[config.mk]
export PLATFORM = sky130hd
export DESIGN_NAME = quad_batch_vertex_setup
export DESIGN_NICKNAME = d
export VERILOG_FILES = /design/src/rtl/qbvs_pkg.sv /design/src/rtl/qbvs_slot_cell.sv /design/src/rtl/qbvs_slot_chain.sv /design/src/rtl/quad_batch_vertex_setup.sv
export SDC_FILE = /design/constraint.sdc
export NUM_CORES = 1
export LEC_CHECK = 0
export BUFFER_PORTS_ARGS = -buffer_cell sky130_fd_sc_hd__buf_2
export CORE_MARGIN = 4
export CORE_UTILIZATION = 28
export CTS_CLUSTER_DIAMETER = 200
export DETAILED_ROUTE_END_ITERATION = 6
export MAX_ROUTING_LAYER = met4
export SLEW_MARGIN = 5
export SYNTH_ARGS = -nofsm -noshare
export SYNTH_HDL_FRONTEND = slang
export SYNTH_SLANG_ARGS = --single-unit
[constraint.sdc]
create_clock -name clock -period 23.3 [get_ports clock]
set_input_delay 3.495 -clock clock [delete_from_list [all_inputs] [get_ports clock]]
set_output_delay 3.495 -clock clock [all_outputs]
set_load 0.05 [all_outputs]
[src/rtl/qbvs_pkg.sv]
// Shared types, constants and the vertex builder for the quad batch vertex setup block.
// Holds the stream word layouts and the slot lookup interface; depends on nothing.
package qbvs_pkg;

   localparam int MAX_SLOTS  = 32;
   localparam int MAX_QUADS  = 8192;
   localparam int SLOT_IDX_W = $clog2(MAX_SLOTS);
   localparam int USED_W     = $clog2(MAX_SLOTS + 1);
   localparam int QUAD_CNT_W = $clog2(MAX_QUADS + 1);
   localparam int TEX_ID_W   = 16;
   localparam int IDX_CNT_W  = 16;
   localparam int TEX_SLOT_W = 5;

   localparam int REQ_DATA_W = 256;
   localparam int RSP_DATA_W = 176;

   // Operation codes on the request tuser bit
   localparam logic OP_BEGIN = 1'b0;
   localparam logic OP_QUAD  = 1'b1;

   // Corner codes, emitted in this order
   localparam logic [1:0] CORNER_BL = 2'd0;
   localparam logic [1:0] CORNER_BR = 2'd1;
   localparam logic [1:0] CORNER_TR = 2'd2;
   localparam logic [1:0] CORNER_TL = 2'd3;

   localparam logic [31:0] WHITE_RGBA = 32'hFFFF_FFFF;

   // Request word, first field in the lowest bits
   typedef struct packed {
      logic [15:0] uv_scale_v;
      logic [15:0] uv_scale_u;
      logic [15:0] uv_off_v;
      logic [15:0] uv_off_u;
      logic [15:0] texture_id;
      logic [31:0] rgba;
      logic [30:0] size_y;
      logic [30:0] size_x;
      logic [17:0] pos_z;
      logic [31:0] pos_y;
      logic [31:0] pos_x;
   } req_word_type;

   // Response word, first field in the lowest bits, zero padded on top
   typedef struct packed {
      logic [2:0]             pad;
      logic [IDX_CNT_W-1:0]   index_count;
      logic                   batch_full;
      logic                   slot_overflow;
      logic [1:0]             corner;
      logic [TEX_SLOT_W-1:0]  tex_slot;
      logic [31:0]            vertex_rgba;
      logic [16:0]            tex_v;
      logic [16:0]            tex_u;
      logic [17:0]            vz;
      logic [31:0]            vy;
      logic [31:0]            vx;
   } rsp_word_type;

   // Everything held for one quad while its corners go out
   typedef struct packed {
      logic [31:0]           pos_x;
      logic [31:0]           pos_y;
      logic [17:0]           pos_z;
      logic [30:0]           size_x;
      logic [30:0]           size_y;
      logic [15:0]           uv_off_u;
      logic [15:0]           uv_off_v;
      logic [15:0]           uv_scale_u;
      logic [15:0]           uv_scale_v;
      logic [31:0]           colour;
      logic [TEX_SLOT_W-1:0] slot;
      logic                  overflow;
      logic                  full;
      logic [IDX_CNT_W-1:0]  index_count;
   } quad_type;

   // Lookup request into the slot chain
   typedef struct packed {
      logic                start;
      logic                lookup;
      logic [TEX_ID_W-1:0] id;
   } slot_req_type;

   // Lookup answer from the slot chain
   typedef struct packed {
      logic [SLOT_IDX_W-1:0] slot;
      logic                  overflow;
   } slot_rsp_type;

   // Build one corner vertex of a held quad
   function automatic rsp_word_type make_vertex(quad_type q, logic [1:0] c);
      rsp_word_type w;
      logic         right;
      logic         top;
      right           = (c == CORNER_BR) || (c == CORNER_TR);
      top             = (c == CORNER_TR) || (c == CORNER_TL);
      w               = '0;
      w.vx            = q.pos_x + (right ? {1'b0, q.size_x} : 32'd0);
      w.vy            = q.pos_y + (top ? {1'b0, q.size_y} : 32'd0);
      w.vz            = q.pos_z;
      w.tex_u         = {1'b0, q.uv_off_u} + (right ? {1'b0, q.uv_scale_u} : 17'd0);
      w.tex_v         = {1'b0, q.uv_off_v} + (top ? {1'b0, q.uv_scale_v} : 17'd0);
      w.vertex_rgba   = q.colour;
      w.tex_slot      = q.slot;
      w.corner        = c;
      w.slot_overflow = q.overflow;
      w.batch_full    = q.full;
      w.index_count   = q.index_count;
      return w;
   endfunction

endpackage

[src/rtl/qbvs_slot_cell.sv]
// One texture slot: holds a texture id, matches it against the query and passes the
// match on to its neighbour. Depends on qbvs_pkg.
module qbvs_slot_cell (
   input  logic                           clock,
   input  logic [qbvs_pkg::SLOT_IDX_W-1:0] index,
   input  logic [qbvs_pkg::USED_W-1:0]     used,
   input  logic [qbvs_pkg::TEX_ID_W-1:0]   id,
   input  logic                           claim,
   input  logic                           hit_in,
   input  logic [qbvs_pkg::SLOT_IDX_W-1:0] slot_in,
   output logic                           hit_out,
   output logic [qbvs_pkg::SLOT_IDX_W-1:0] slot_out
);
   import qbvs_pkg::*;

   logic [TEX_ID_W-1:0] entry_ff;
   logic                live;
   logic                hit_here;
   logic                load;

   // Slot zero holds the white texture and never matches a nonzero id
   assign live     = (index != '0) && ({1'b0, index} < used);
   assign hit_here = live && (entry_ff == id);
   assign hit_out  = hit_in | hit_here;
   assign slot_out = slot_in | (hit_here ? index : '0);

   // Take the id when this is the next free slot
   assign load = claim && ({1'b0, index} == used);

   always_ff @(posedge clock) begin
      if (load) begin
         entry_ff <= id;
      end
   end

endmodule

[src/rtl/qbvs_slot_chain.sv]
// Row of texture slot cells with the used-slot count; answers a lookup and claims a
// free slot on a miss. Depends on qbvs_pkg and qbvs_slot_cell.
module qbvs_slot_chain (
   input  logic                   clock,
   input  logic                   reset,
   input  qbvs_pkg::slot_req_type req,
   output qbvs_pkg::slot_rsp_type rsp
);
   import qbvs_pkg::*;

   logic [USED_W-1:0]     used_ff;
   logic [USED_W-1:0]     used_in;
   logic [MAX_SLOTS:0]    hit_chain;
   logic [SLOT_IDX_W-1:0] slot_chain [MAX_SLOTS+1];
   logic                  miss;
   logic                  room;
   logic                  claim;

   assign hit_chain[0]  = 1'b0;
   assign slot_chain[0] = '0;

   // Chain the cells: the match and its slot ripple along the row
   for (genvar i = 0; i < MAX_SLOTS; i++) begin : g_cell
      qbvs_slot_cell u_cell (
         .clock    (clock),
         .index    (SLOT_IDX_W'(i)),
         .used     (used_ff),
         .id       (req.id),
         .claim    (claim),
         .hit_in   (hit_chain[i]),
         .slot_in  (slot_chain[i]),
         .hit_out  (hit_chain[i+1]),
         .slot_out (slot_chain[i+1])
      );
   end

   assign miss  = req.lookup && !hit_chain[MAX_SLOTS];
   assign room  = used_ff < USED_W'(MAX_SLOTS);
   assign claim = miss && room;

   // Answer the lookup: hit, fresh claim or overflow to slot zero
   always_comb begin
      rsp = '0;
      if (req.lookup) begin
         if (hit_chain[MAX_SLOTS]) begin
            rsp.slot = slot_chain[MAX_SLOTS];
         end else if (room) begin
            rsp.slot = used_ff[SLOT_IDX_W-1:0];
         end else begin
            rsp.overflow = 1'b1;
         end
      end
   end

   // Advance the used count on a claim, drop back to the white slot on a new batch
   always_comb begin
      used_in = used_ff;
      if (req.start) begin
         used_in = USED_W'(1);
      end else if (claim) begin
         used_in = used_ff + USED_W'(1);
      end
   end

   always_ff @(posedge clock) begin
      if (reset) begin
         used_ff <= USED_W'(1);
      end else begin
         used_ff <= used_in;
      end
   end

endmodule

[src/rtl/quad_batch_vertex_setup.sv]
// Quad batch vertex setup: a quad word gives four vertex words, a begin word gives none.
// The first vertex is valid in the cycle after the quad word is taken.
// Each quad leaves as four vertex words on the single output; a new word is taken in the
// cycle the fourth vertex leaves, or whenever no vertex is pending.
// Reset (synchronous, active high): slot table holds only the white texture, quad count 0.
// Depends on qbvs_pkg and qbvs_slot_chain.
module quad_batch_vertex_setup (
   input  logic                            clock,
   input  logic                            reset,
   input  logic                            req_tvalid,
   output logic                            req_tready,
   // pos_x, pos_y, pos_z, size_x, size_y, rgba, texture_id,
   // uv_off_u, uv_off_v, uv_scale_u, uv_scale_v
   input  logic [qbvs_pkg::REQ_DATA_W-1:0] req_tdata,
   // op
   input  logic                            req_tuser,
   output logic                            rsp_tvalid,
   input  logic                            rsp_tready,
   // vx, vy, vz, tex_u, tex_v, vertex_rgba, tex_slot, corner,
   // slot_overflow, batch_full, index_count, zero pad
   output logic [qbvs_pkg::RSP_DATA_W-1:0] rsp_tdata,
   output logic                            rsp_tlast
);
   import qbvs_pkg::*;

   req_word_type          req_word;
   slot_req_type          slot_req;
   slot_rsp_type          slot_rsp;
   quad_type              quad_ff;
   quad_type              quad_in;
   rsp_word_type          word_ff;
   logic                  valid_ff;
   logic [1:0]            corner_ff;
   logic [QUAD_CNT_W-1:0] quads_ff;
   logic [QUAD_CNT_W-1:0] quads_in;
   logic [IDX_CNT_W-1:0]  quads_wide;
   logic                  full;
   logic                  take;
   logic                  accept;
   logic                  end_quad;
   logic [1:0]            corner_next;

   assign req_word = req_word_type'(req_tdata);

   // Handshakes: take a new word when no vertex is pending or as the fourth vertex leaves
   assign take       = valid_ff && rsp_tready;
   assign end_quad   = take && (corner_ff == CORNER_TL);
   assign req_tready = !valid_ff || end_quad;
   assign accept     = req_tvalid && req_tready;

   // Slot lookup for textured quads
   assign slot_req.start  = accept && (req_tuser == OP_BEGIN);
   assign slot_req.lookup = accept && (req_tuser == OP_QUAD) && (req_word.texture_id != '0);
   assign slot_req.id     = req_word.texture_id;

   qbvs_slot_chain u_chain (
      .clock (clock),
      .reset (reset),
      .req   (slot_req),
      .rsp   (slot_rsp)
   );

   // Quad count, held once the batch is full
   assign full       = quads_ff >= QUAD_CNT_W'(MAX_QUADS);
   assign quads_in   = full ? quads_ff : quads_ff + QUAD_CNT_W'(1);
   assign quads_wide = IDX_CNT_W'(quads_in);

   // Gather the quad as accepted
   always_comb begin
      quad_in             = '0;
      quad_in.pos_x       = req_word.pos_x;
      quad_in.pos_y       = req_word.pos_y;
      quad_in.pos_z       = req_word.pos_z;
      quad_in.size_x      = req_word.size_x;
      quad_in.size_y      = req_word.size_y;
      quad_in.uv_off_u    = req_word.uv_off_u;
      quad_in.uv_off_v    = req_word.uv_off_v;
      quad_in.uv_scale_u  = req_word.uv_scale_u;
      quad_in.uv_scale_v  = req_word.uv_scale_v;
      quad_in.colour      = (req_word.texture_id == '0) ? req_word.rgba : WHITE_RGBA;
      quad_in.slot        = TEX_SLOT_W'(slot_rsp.slot);
      quad_in.overflow    = slot_rsp.overflow;
      quad_in.full        = full;
      quad_in.index_count = (quads_wide << 2) + (quads_wide << 1);
   end

   assign corner_next = corner_ff + 2'd1;

   // Control: output valid, corner counter and quad count
   always_ff @(posedge clock) begin
      if (reset) begin
         valid_ff  <= 1'b0;
         corner_ff <= CORNER_BL;
         quads_ff  <= '0;
      end else begin
         if (accept && (req_tuser == OP_QUAD)) begin
            valid_ff  <= 1'b1;
            corner_ff <= CORNER_BL;
         end else if (take) begin
            if (corner_ff == CORNER_TL) begin
               valid_ff <= 1'b0;
            end else begin
               corner_ff <= corner_next;
            end
         end
         if (accept) begin
            case (req_tuser)
               OP_BEGIN: begin
                  quads_ff <= '0;
               end
               OP_QUAD: begin
                  quads_ff <= quads_in;
               end
               default: begin
                  quads_ff <= quads_ff;
               end
            endcase
         end
      end
   end

   // Payload: hold the quad and load each vertex word in turn
   always_ff @(posedge clock) begin
      if (accept && (req_tuser == OP_QUAD)) begin
         quad_ff <= quad_in;
         word_ff <= make_vertex(quad_in, CORNER_BL);
      end else if (take && (corner_ff != CORNER_TL)) begin
         word_ff <= make_vertex(quad_ff, corner_next);
      end
   end

   assign rsp_tvalid = valid_ff;
   assign rsp_tdata  = RSP_DATA_W'(word_ff);
   assign rsp_tlast  = (corner_ff == CORNER_TL);

endmodule
---- Yosys cells after proc, flatten, opt, wreduce, memory -nomap -nowiden ----
Index checks and enable logic that the tools add are counted.
word-level totals
  bits in registers ....................... 955
  bits of input ports ..................... 261
  output and inout port bits .............. 179
cells by class
  add/sub/neg operators ................... 8
  $lt $le $gt $ge ......................... 33
  eq/ne operators ......................... 67
  muxes and demuxes ....................... 48
  bitwise operators ....................... 62
  reduce and logical (&&, ||, !) cells .... 85
operators with widths
  kind                                                       number
  == test 16 bit                                             31
  2-to-1 mux 173 bit                                         2
  == test 5 x 6 -> 1 bit, first input constant               16
  less-than comparator 5 x 6 -> 1 bit, first input constant  16
  2-to-1 mux 5 bit                                           18
  bitwise OR 5 bit                                           16
  logical AND 1 bit                                          71
  adder 32 x 31 -> 32 bit                                    2
  2-to-1 mux 31 bit                                          2
  == test 4 x 6 -> 1 bit, first input constant               8
  less-than comparator 4 x 6 -> 1 bit, first input constant  8
  bitwise OR 5 x 4 -> 5 bit                                  8
  adder 16 x 16 -> 17 bit                                    2
  2-to-1 mux 16 bit                                          2
  2-to-1 mux 32 bit                                          1
  2-to-1 mux 4 bit                                           8
  bitwise OR 1 bit                                           30
  one-hot mux 14 bit (2 select lines)                        1
  == test 3 x 6 -> 1 bit, first input constant               4
  less-than comparator 3 x 6 -> 1 bit, first input constant  4
  bitwise OR 5 x 3 -> 5 bit                                  4
  adder 16 x 15 -> 16 bit                                    1
  zero test 16 bit                                           1
  nonzero test 16 bit                                        1
  other kinds (24)                                           46

---- Depth between registers and ports, before layout ----
  word-level depth ........................ 36
  depth in mapped cells ................... 17
  gate-level depth less buffers ........... 16

---- Hierarchy ----
Synthesis repeated with hierarchy kept, for this count alone.
second synthesis, totals
  cells, all modules ...................... 4164
  area total of the unflattened synthesis .. 51645.8 um^2
modules (own cells, without submodules)
  module                   instances  cells an instance  area an instance (um^2)  seq. area each (um^2)
  qbvs_slot_cell           32         75                 919.6                    480.5
  quad_batch_vertex_setup  1          1717               21807.2                  13332.8
  qbvs_slot_chain          1          47                 410.4                    120.1

---- Least setup slack after synthesis ----
No wires, ideal clock.
  kind .................................... input -> register
  start point ............................. in rsp_tready
  end point ............................... reg quad_ff[100] (netlist bit) (enable)
  setup time .............................. 729 ps
  data arrival time ....................... 12216 ps
  data required time ...................... 22571 ps
  slack ................................... 10355 ps
  stages .................................. 8
  path buffers ............................ 3
  cells stage by stage .................... nand2_1 -> nand2_1 -> and2_1 -> clkbuf_1 -> nand2_1 -> inv_1 -> clkbuf_1 -> clkbuf_1
between the ends
  cells in the longest elaborated chain, start to end .. 5
ends and longest elaborated chain
  item                    line                            source
  start: declaration      quad_batch_vertex_setup.sv:18   input logic rsp_tready,
  logical AND 1 bit       quad_batch_vertex_setup.sv:46   assign take = valid_ff && rsp_tready;
  logical AND 1 bit       quad_batch_vertex_setup.sv:47   assign end_quad = take && (corner_ff == CORNER_TL);
  logical OR 1 bit        quad_batch_vertex_setup.sv:48   assign req_tready = !valid_ff || end_quad;
  named net req_tready    quad_batch_vertex_setup.sv:11   output logic req_tready,
  logical AND 1 bit       quad_batch_vertex_setup.sv:49   assign accept = req_tvalid && req_tready;
  logical AND 1 bit       quad_batch_vertex_setup.sv:124  if (accept && (req_tuser == OP_QUAD)) begin
  end signal: assignment  quad_batch_vertex_setup.sv:125  quad_ff <= quad_in;
  end: declaration        quad_batch_vertex_setup.sv:29   quad_type quad_ff;
The timed path passes the listed nets, and every way through them passes these cells.
A chain may end at the register's enable or synchronous reset.

---- Final worst setup path ----
  start point ............................. in rsp_tready
  end point ............................... out req_tready
between the ends
  cells in the longest elaborated chain, start to end .. 3
ends and longest elaborated chain
  item               line
  logical AND 1 bit  quad_batch_vertex_setup.sv:46
  logical AND 1 bit  quad_batch_vertex_setup.sv:47
  logical OR 1 bit   quad_batch_vertex_setup.sv:48
  end: declaration   quad_batch_vertex_setup.sv:11
Every way passes these cells.

==> flow_metrics.tcl <==
set metrics [dict create \
    status "finished, final reports clean" \
    hold_class "reg2reg" \
    leakagePower_nw 18.0 \
    cap_viol_max_count 0 \
    grt_max_degree 186 \
    hold_path_depth 1 \
    endpoint_kind "output port" \
    cts_root_buf "clkbuf_16" \
    criticalPathCategory "in2out" \
    post-route-drc-count 0 \
    vias_per_cell 4.71 \
    crit_path_max_fanout 4 \
    ir_worst_vdd_v 0.0000734 \
    clock_latency_ps 730 \
    clkTransAtPathRegs_ps 50 \
    cts-hold-fix-buffers 0 \
    syn_to_final_growth_pct 17.9 \
    crit_path_start_kind "input pin" \
    antenna_found_initial 22 \
    vias 26400 \
    yosys_warnings 0 \
    die_w_um 401 \
    nets 3859 \
    finalSetupTns_ps 0 \
    crit_buf_inv 2 \
    die_y_um 401 \
    grt_pass1_wl_um 174000 \
    initial_utilization_pct 28.3 \
    postPlaceCellArea_um2 47600 \
    fmaxAchievable_ghz 0.130 \
    cts_inserted_buffers 103 \
    cts_sinks 953 \
    htreeDepth 3 \
    rows 143 \
    synth_seq_cells 953 \
    hpwl_um 80200 \
    first_global_vias 25900 \
    slew_viol_final 0 \
    final_antenna_net_count 0 \
    drive_above_1_share_pct 20.3 \
    wl_per_cell_um 21.0 \
    fin_worst_skew_ps 60.9 \
    fin_crit_ps 7670 \
    drtPass1Iterations 6 \
    final_cell_count_no_fill 5614 \
    synth_top_flop_cell "edfxtp_1" \
    synth.distinct_cells 84 \
    dp_cells 5405 \
    gp_congestion 0.876 \
    fin_area_um2 50900 \
    syn_area_um2 43200 \
    final_cell_mix "926 x edfxtp_1, 419 x buf_2, 317 x xor2_1" \
    crit_chain "buf_2 > nand2_1 > nand2_1 > buf_2" \
    cts_tree "yes" \
    synth-edff-count 926 \
    timing.hold.ws_ps 460 \
    routed_wl_um 118000 \
    cts.path.max_buffers 3 \
    ys_seq_area_share_pct 65.7 \
    rsz0062_at_grt "no" \
    final_common_cell "edfxtp_1" \
    ios 440 \
    power_density_nw_per_um2 77.2 \
    io_buffers 435 \
    critPathMaxStageDelay_ps 380 \
    synth_cells 3022 \
    r2r_cells 11 \
    slowest_stage "buf_2" \
    first_iter_violations 2085 \
    setup_viol 0 \
    post_cts_buffers 0 \
    tightest_slew_ps 1330 \
    die-area_um2 161000 \
    core_um2 153000 \
    slew-limit-headroom_pct 10.9 \
    post_cts_resized 0 \
    avgSynthCellArea_um2 14.3 \
    overflow 0 \
    synth_async_sr_flop_share_pct 0 \
    finalHoldViolCount 0 \
    grt_usage_pct 14.6 \
    worstPathRequired_ps 19810 \
    crit_cells 4 \
    cp_top_family "buffers and inverters" \
    crit_arrival_ps 4170 \
    finalCritPeriodShare_pct 32.9 \
]
-- layout make-up --
class | instances | area, um^2
diodes | 20 | 50.0
clock buffers | 128 | 2700
clock inverters | 61 | 546
fillers | 14900 | 102000
inverters | 36 | 150
multi-input cells | 1896 | 13900
flip-flops and latches | 953 | 28300
well taps | 2030 | 2540
repair buffers | 490 | 2640
-- flip-flops by register name, summed over array words and instances, names as in the netlist --
register,flops
rsp_tdata,172
u_chain.used_ff,6
quad_ff,262
corner_ff,2
rsp_tvalid,1
quads_ff,14
u_chain.g_cell.u_cell.entry_ff,496
-- report_power, final --
group	switching [mW]	internal (mW)	total [mW]	leakage, nW
Sequential	0.0204	1.94	1.96	8.72
Clock	0.699	0.883	1.58	1.58
Combinational	0.271	0.120	0.391	7.69
-- stage by stage --
| stage | setup WS (ps) | total power, mW | utilization (%) |
|---|---|---|---|
| global route | 15350 | 4.08 | 33.3 |
| global placement | 14890 | 2.38 | 31.2 |
| CTS | 15610 | 3.98 | 33.3 |
| finish | 15630 | 3.93 | 33.4 |
| detailed placement | 14890 | 2.39 | 31.2 |
| floorplan | 10350 | 2.26 | - |
-- logic make-up after synthesis --
logic type               count (synthesis)  synth area share [%]
XOR/XNOR                               601                  12.2
buffers and inverters                  176                  2.34
multiplexers                             4                0.0956
adder cells (fa/ha/maj)                118                  3.51
flip-flops                             953                  65.7
AND/OR/NAND/NOR                        711                  8.94
other                                    1               0.00869
AO/OA/AOI/OAI                          458                  7.26
-- final timing paths --
path / to / startpoint / slack, ps
min: rsp_tdata[153] / rsp_tdata[153] / 460
max reg2reg: rsp_tdata[11] / corner_ff[0] / 17780
min reg2reg: rsp_tdata[153] / rsp_tdata[153] / 460
max: req_tready / rsp_tready / 15630
-- synth_stat cells, drive strengths merged (5+ instances only) --
library cell  number  area, um^2
nor2              93         357
or2               45         282
o21ai            108         544
a31oi             11        68.8
a22oi             12        90.1
buf               78         638
o21bai            12        90.1
clkbuf            61         229
nand3             57         295
nor2b              9        56.3
edfxtp           926       27800
fa                 5         100
nand2b            15        93.8
o211ai             8        60.1
inv               35         131
xor2             317        2780
a211oi            10        75.1
a41oi              5        51.3
a2111oi            6        52.6
a21oi             93         465
nand2            144         543
nor4              78         515
and2              97         607
a211o              9        78.8
or3               19         126
dfxtp             27         541
a21boi             5        37.5
and3              16         104
a32o               6        60.1
a31o               5        43.8
nand4             62         388
a21o              45         338
xnor2            284        2490
o21a               6        45.0
ha               113        1410
a22o              89         780
nor3              59         312
-- worst register-to-register path, delay by kind of cell (launching register included) --
kind,cells,cell delay [ps]
buf+inv,4,2960
simple gates,5,1430
flops,1,440
fa+ha+maj,1,280
compound gates,1,210
-- routing by layer --
layer	vias up	track usage, %	share of wire, %
met5	-	-	0
met4	0	3.31	2.1
met3	163	3.50	7.1
met2	910	23.6	48
met1	13200	18.5	43
li1	12200	-	-
(Power assumes the default switching activity.)
